File: config.mk
export PLATFORM = sky130hd
export DESIGN_NAME = text_tokenizer_stream_unit
export DESIGN_NICKNAME = d
export VERILOG_FILES = /design/src/rtl/ttok_pkg.sv /design/src/rtl/text_tokenizer_stream_unit.sv
export SDC_FILE = /design/constraint.sdc
export NUM_CORES = 1
export LEC_CHECK = 0
export BUFFER_PORTS_ARGS = -buffer_cell sky130_fd_sc_hd__buf_2
export CORE_ASPECT_RATIO = 1.75
export CORE_UTILIZATION = 40
export CTS_BUF_LIST = sky130_fd_sc_hd__clkbuf_16
export DETAILED_ROUTE_END_ITERATION = 10
export HOLD_SLACK_MARGIN = 0.05
export MAX_ROUTING_LAYER = met4
export PLACE_DENSITY = 0.56
export RECOVER_POWER = 100
export SKIP_CTS_REPAIR_TIMING = 1
export SYNTH_ARGS = -nofsm -noshare
export SYNTH_HDL_FRONTEND = slang
export SYNTH_SLANG_ARGS = --single-unit
File: constraint.sdc
create_clock -name clk -period 4 [get_ports clk]
set_input_delay 0.2 -clock clk [delete_from_list [all_inputs] [get_ports clk]]
set_output_delay 0.2 -clock clk [all_outputs]
set_load 0.005 [all_outputs]
File: src/rtl/ttok_pkg.sv
`timescale 1ns / 1ps

package ttok_pkg;

  localparam logic [1:0] KIND_WORD  = 2'd0;
  localparam logic [1:0] KIND_QUOTE = 2'd1;
  localparam logic [1:0] KIND_PUNCT = 2'd2;

  localparam logic [7:0] CH_NUL    = 8'h00;
  localparam logic [7:0] CH_NL     = 8'h0a;
  localparam logic [7:0] CH_SPACE  = 8'h20;
  localparam logic [7:0] CH_DQUOTE = 8'h22;
  localparam logic [7:0] CH_APOS   = 8'h27;
  localparam logic [7:0] CH_LPAREN = 8'h28;
  localparam logic [7:0] CH_RPAREN = 8'h29;
  localparam logic [7:0] CH_SLASH  = 8'h2f;
  localparam logic [7:0] CH_COLON  = 8'h3a;
  localparam logic [7:0] CH_LBRACE = 8'h7b;
  localparam logic [7:0] CH_RBRACE = 8'h7d;

  typedef struct packed {
    logic [7:0] token_byte;
    logic       has_byte;
    logic       token_last;
    logic [1:0] token_kind;
    logic       text_end;
  } result_t;

  localparam result_t END_RESULT = '{
    token_byte: 8'h00, has_byte: 1'b0, token_last: 1'b0,
    token_kind: KIND_WORD, text_end: 1'b1
  };

  function automatic logic is_word_break(input logic [7:0] b);
    return (b == CH_LBRACE) || (b == CH_RBRACE) || (b == CH_RPAREN) ||
           (b == CH_LPAREN) || (b == CH_APOS);
  endfunction

  function automatic logic is_single(input logic [7:0] b);
    return is_word_break(b) || (b == CH_COLON);
  endfunction

endpackage

File: src/rtl/text_tokenizer_stream_unit.sv
`timescale 1ns / 1ps

// Streaming tokenizer: one text byte per request in, at most one token
// character per result out, with last-character mark, token kind and an
// end-of-text result after a zero byte. Each byte is decoded combinationally
// into a two-entry result buffer, so with the output side ready a byte is
// taken every cycle; a byte with two results (word end plus punctuation, or
// a token close plus end of text) holds off the next byte while the buffer
// drains; input is taken only when the buffer empties with this cycle's pop.
module text_tokenizer_stream_unit (
  input  logic       clk,
  input  logic       rst,
  input  logic       in_valid,
  output logic       in_ready,
  input  logic [7:0] text_byte,
  output logic       out_valid,
  input  logic       out_ready,
  output logic [7:0] token_byte,
  output logic       has_byte,
  output logic       token_last,
  output logic [1:0] token_kind,
  output logic       text_end
);
  import ttok_pkg::*;

  typedef enum logic [2:0] {
    MODE_BETWEEN = 3'd0,
    MODE_SLASH   = 3'd1,
    MODE_COMMENT = 3'd2,
    MODE_QEMPTY  = 3'd3,
    MODE_QHELD   = 3'd4,
    MODE_WORD    = 3'd5
  } mode_t;

  mode_t      mode, mode_next;
  logic [7:0] held, held_next;
  result_t    q0, q1;
  logic [1:0] count;

  result_t    r0, r1;
  logic [1:0] nres;
  logic       do_word;
  logic       pop, accept;
  logic [1:0] cnt_after;

  always_comb begin
    mode_next = mode;
    held_next = held;
    nres      = 2'd0;
    r0        = '0;
    r1        = '0;
    do_word   = 1'b0;
    unique case (mode)
      MODE_SLASH: begin
        if (text_byte == CH_SLASH) begin
          mode_next = MODE_COMMENT;
        end else begin
          do_word = 1'b1;
        end
      end
      MODE_WORD: begin
        do_word = 1'b1;
      end
      MODE_COMMENT: begin
        if (text_byte == CH_NUL) begin
          r0        = END_RESULT;
          nres      = 2'd1;
          mode_next = MODE_BETWEEN;
          held_next = 8'h00;
        end else if (text_byte == CH_NL) begin
          mode_next = MODE_BETWEEN;
        end
      end
      MODE_QEMPTY, MODE_QHELD: begin
        if (text_byte == CH_DQUOTE || text_byte == CH_NUL) begin
          r0.token_byte = (mode == MODE_QHELD) ? held : 8'h00;
          r0.has_byte   = (mode == MODE_QHELD);
          r0.token_last = 1'b1;
          r0.token_kind = KIND_QUOTE;
          nres          = 2'd1;
          mode_next     = MODE_BETWEEN;
          if (text_byte == CH_NUL) begin
            r1        = END_RESULT;
            nres      = 2'd2;
            held_next = 8'h00;
          end
        end else begin
          if (mode == MODE_QHELD) begin
            r0.token_byte = held;
            r0.has_byte   = 1'b1;
            r0.token_kind = KIND_QUOTE;
            nres          = 2'd1;
          end
          held_next = text_byte;
          mode_next = MODE_QHELD;
        end
      end
      default: begin
        mode_next = MODE_BETWEEN;
        if (text_byte == CH_NUL) begin
          r0        = END_RESULT;
          nres      = 2'd1;
          held_next = 8'h00;
        end else if (text_byte <= CH_SPACE) begin
          mode_next = MODE_BETWEEN;
        end else if (text_byte == CH_SLASH) begin
          mode_next = MODE_SLASH;
          held_next = text_byte;
        end else if (text_byte == CH_DQUOTE) begin
          mode_next = MODE_QEMPTY;
        end else if (is_single(text_byte)) begin
          r0.token_byte = text_byte;
          r0.has_byte   = 1'b1;
          r0.token_last = 1'b1;
          r0.token_kind = KIND_PUNCT;
          nres          = 2'd1;
        end else begin
          mode_next = MODE_WORD;
          held_next = text_byte;
        end
      end
    endcase

    if (do_word) begin
      r0.token_byte = held;
      r0.has_byte   = 1'b1;
      r0.token_kind = KIND_WORD;
      nres          = 2'd1;
      if (text_byte == CH_NUL) begin
        r0.token_last = 1'b1;
        r1            = END_RESULT;
        nres          = 2'd2;
        mode_next     = MODE_BETWEEN;
        held_next     = 8'h00;
      end else if (text_byte <= CH_SPACE) begin
        r0.token_last = 1'b1;
        mode_next     = MODE_BETWEEN;
      end else if (is_word_break(text_byte)) begin
        r0.token_last = 1'b1;
        r1.token_byte = text_byte;
        r1.has_byte   = 1'b1;
        r1.token_last = 1'b1;
        r1.token_kind = KIND_PUNCT;
        nres          = 2'd2;
        mode_next     = MODE_BETWEEN;
      end else begin
        held_next = text_byte;
        mode_next = MODE_WORD;
      end
    end
  end

  assign out_valid = (count != 2'd0);
  assign pop       = out_valid && out_ready;
  assign cnt_after = count - {1'b0, pop};
  assign in_ready  = (cnt_after == 2'd0);
  assign accept    = in_valid && in_ready;

  assign token_byte = q0.token_byte;
  assign has_byte   = q0.has_byte;
  assign token_last = q0.token_last;
  assign token_kind = q0.token_kind;
  assign text_end   = q0.text_end;

  always_ff @(posedge clk) begin
    if (rst) begin
      mode  <= MODE_BETWEEN;
      held  <= 8'h00;
      count <= 2'd0;
    end else begin
      if (accept) begin
        mode  <= mode_next;
        held  <= held_next;
        q0    <= r0;
        q1    <= r1;
        count <= nres;
      end else begin
        if (pop) begin
          q0 <= q1;
        end
        count <= cnt_after;
      end
    end
  end

  a_count_range: assert property (@(posedge clk) disable iff (rst)
    count != 2'd3)
    else $error("result buffer count out of range");

  a_accept_empty: assert property (@(posedge clk) disable iff (rst)
    accept |-> (count == 2'd0 || (count == 2'd1 && out_ready)))
    else $error("request accepted into a non-draining buffer");

  a_end_clean: assert property (@(posedge clk) disable iff (rst)
    out_valid && text_end |-> !has_byte && !token_last && token_kind == KIND_WORD)
    else $error("end result carries token data");

  a_empty_quote: assert property (@(posedge clk) disable iff (rst)
    out_valid && !has_byte && !text_end |-> token_last && token_kind == KIND_QUOTE)
    else $error("byteless result is not an empty quoted token");

  a_end_resets: assert property (@(posedge clk) disable iff (rst)
    accept && text_byte == CH_NUL |=> mode == MODE_BETWEEN && held == 8'h00)
    else $error("end of text did not return to between tokens");

endmodule
==> flow_summary.json <==
{
  "grt_max_degree": 23,
  "placed_area_um2": 2467,
  "path_common_cell": "and2_0",
  "crit_chain": "or2_2 -> and2_0 -> ha_1 -> xnor2_1 -> and2_0 -> nand2_1 -> nor2_1 -> clkbuf_1 -> o31ai_1 -> o22ai_1",
  "core-area_um2": 5540,
  "end_kind": "flop",
  "worst-path-buf-inv": 1,
  "synth_area_leaders": "edfxtp_1, dfxtp_1, nor2_1, nand2_1, o21ai_0",
  "drt-initial-drc-count": 91,
  "grt_pass1_vias": 2075,
  "ir_drop_uv": 204.9,
  "ff2ff_path_depth": 10,
  "required_ns": 4.20,
  "diodes": 0,
  "gr-total-overflow": 0,
  "track_usage_pct": 22.44,
  "multi_input_area_um2": 1227,
  "place_congestion": 0.8471,
  "critPathLaunchType": "flop",
  "powerDensity_nw_per_um2": 662.4,
  "fin_tns_setup_ns": 0,
  "wl_per_cell_um": 16.74,
  "final_cell_mix": "nor2_1, nand2_1, edfxtp_1, buf_2, o21ai_0",
  "synth_seq_area_share_pct": 41.21,
  "vias": 2152,
  "period_needed_ns": 2.995,
  "die_h_um": 102.5,
  "clock_latency_ns": 0.27,
  "postRouteAntennaNets": 0,
  "grtUsageMet2_pct": 36.39,
  "crit_family": "simple AND/OR/NAND/NOR gates",
  "rsz0062_at_grt": "no",
  "grt_busiest_layer": "met2",
  "final_common_cell": "nor2_1",
  "synth_edf_count": 23,
  "met3_usage_pct": 2.658,
  "postSynth.asyncResetShare_pct": 0,
  "clk_pin_slew_ns": 0.05,
  "leakagePower_nw": 0.9267,
  "reg2reg_to": "held[5]$_SDFFE_PP0P_",
  "path_class": "reg -> reg",
  "use_met1_pct": 27.29,
  "drive_above_1_share_pct": 15.30,
  "rows": 36,
  "cp.depth": 10,
  "cts.sinks": 36,
  "synth_top_area_share_pct": 29.93,
  "cts_tree": "done",
  "clk_path_buf_depth": 2,
  "synth.distinct_cells": 63,
  "drt_wl_total_um": 5975,
  "ys_warn_count": 0,
  "synthesis.nets": 275,
  "hold_class": "in -> reg",
  "hold_viol_final": 0,
  "syn_avg_cell_area_um2": 8.806,
  "max_freq_mhz": 333.9,
  "via_per_inst": 6.028,
  "dieWidth_um": 59.41,
  "slew_violations": 0,
  "status": "finished clean",
  "hpwl_um": 4419,
  "ff_latch_area_um2": 950.9,
  "finalSetupViolCount": 0,
  "root_buffer": "clkbuf_16",
  "timing.final.crit_share_pct": 74.87,
  "syn_inst": 262,
  "start_util_pct": 41.64,
  "maxCapViolations": 0,
  "pin_count": 27,
  "endpoint": "held[5]$_SDFFE_PP0P_",
  "tightest_slew_ns": 0.9393,
  "die-area_um2": 6088,
  "cp.arrival_ns": 3.19,
  "syn-cell-area_um2": 2307,
  "cp-startpoint": "count[1]$_SDFF_PP0_",
  "cts_buffers": 5,
  "r2r_start": "count[1]$_SDFF_PP0_",
  "path_max_fanout": 22,
  "cpPeakStageDelay_ns": 0.49,
  "numPortBuffers": 26,
  "area_growth_pct": 11.66,
  "r2r_slack_ns": 1.01,
  "nNetsFinal": 293,
  "fillers": 569,
  "first_pass_iters": 4,
  "antenna_found_initial": 0,
  "drc": 0,
  "crit_path_top_delay_cell": "clkbuf_1",
  "h-tree-depth": 2,
  "max_slew_margin_pct": 37.09,
  "holdWs_ns": 0.2860,
  "synth_top_cell_by_area": "edfxtp_1",
  "synth_top_flop_cell": "edfxtp_1",
  "grt_pass1_wl_um": 10020,
  "postLayoutCellArea_um2": 2576,
  "synth-seq-cells": 36,
  "skew_ns": 0.001952
}
==> synth_stat cells, drive strengths merged (2+ instances only) <==
library cell  number
a221oi             6
nand4b             2
a31oi              7
a22oi              2
o21ai             20
a21oi             14
o32ai              2
and4b              2
or2                3
a41oi              2
dfxtp             13
o211ai            10
nor4               3
a31o               2
a211oi             3
o22ai              2
and3              10
edfxtp            23
nor2              33
inv                4
o31ai              3
nand3              5
o311ai             2
clkbuf            14
nor3              12
nand4              4
or3                2
buf                5
nand2             27
and2               4
and4               2
==> worst register-to-register path, stage by stage, from the launching register on <==
cell,delay [ns]
dfxtp_1,0.32
or2_2,0.30
and2_0,0.18
ha_1,0.20
xnor2_1,0.22
and2_0,0.19
nand2_1,0.45
nor2_1,0.23
clkbuf_1,0.49
o31ai_1,0.16
o22ai_1,0.19
==> final cells by class <==
class	instances	area share, %
Sequential cell	36	36.91
Clock inverter	3	0.7285
Multi-Input combinational cell	202	47.64
Timing Repair Buffer	30	5.440
Tap cell	76	3.691
Clock buffer	5	4.857
Inverter	5	0.7285
==> where the power goes <==
group | switching (mW) | internal [mW] | total (mW) | leakage, nW
Combinational | 0.463 | 0.249 | 0.711 | 0.530
Sequential | 0.0766 | 0.548 | 0.624 | 0.323
Clock | 0.142 | 0.229 | 0.371 | 0.0736
==> through the flow <==
stage	worst slack, ns	util, %	cells	total power, mW
5_1_grt	0.6940	46.50	357	1.835
4_1_cts	1.203	47.13	357	1.724
3_3_place_gp	1.234	44.53	349	1.346
2_1_floorplan	0.8620	-	262	1.124
3_5_place_dp	1.252	44.53	349	1.352
6_report	1.005	46.50	357	1.706
==> per-layer routing <==
metal | vias to the layer above | wire, um
met4 | 0 | 164
met1 | 1025 | 2551
met3 | 15 | 255
met5 | - | 0
met2 | 78 | 3003
li1 | 1034 | -
==> cell families (layout without fill, tap and decap cells) <==
kind of cell | count (synthesis) | count (layout) | share of synthesized area (%)
and+or+nand+nor | 115 | 115 | 27.01
AOI/OAI and AO/OA | 84 | 84 | 25.76
DFF | 36 | 36 | 41.21
buffers and inverters | 24 | 43 | 4.934
adders and majority gates | 1 | 1 | 0.5422
other | 1 | 1 | 0.1625
xor gates and xnor gates | 1 | 1 | 0.3797
==> sequential cells by signal, summed over array words and instances, names as in the netlist <==
signal and flops:
count 2, held 8, text_end 1, mode 3, token_byte 8, token_last 1, has_byte 1, q1 10
token_kind 2
==> worst min-delay path by stage <==
| stage | start | endpoint | slack (ns) | depth (start not counted) |
|---|---|---|---|---|
| after global routing | rst | mode[1]$_SDFFE_PP0P_ | 0.30 | 2 |
| final | rst | mode[1]$_SDFFE_PP0P_ | 0.29 | 2 |
| after global placement | held[4]$_SDFFE_PP0P_ | held[4]$_SDFFE_PP0P_ | 0.49 | 2 |
| after detailed placement | held[4]$_SDFFE_PP0P_ | held[4]$_SDFFE_PP0P_ | 0.49 | 2 |
| after CTS | rst | mode[1]$_SDFFE_PP0P_ | 0.28 | 2 |
| after floorplan | rst | mode[2]$_SDFFE_PP0P_ | 0.40 | 3 |
No activity file was read; power rests on OpenSTA's default activity.
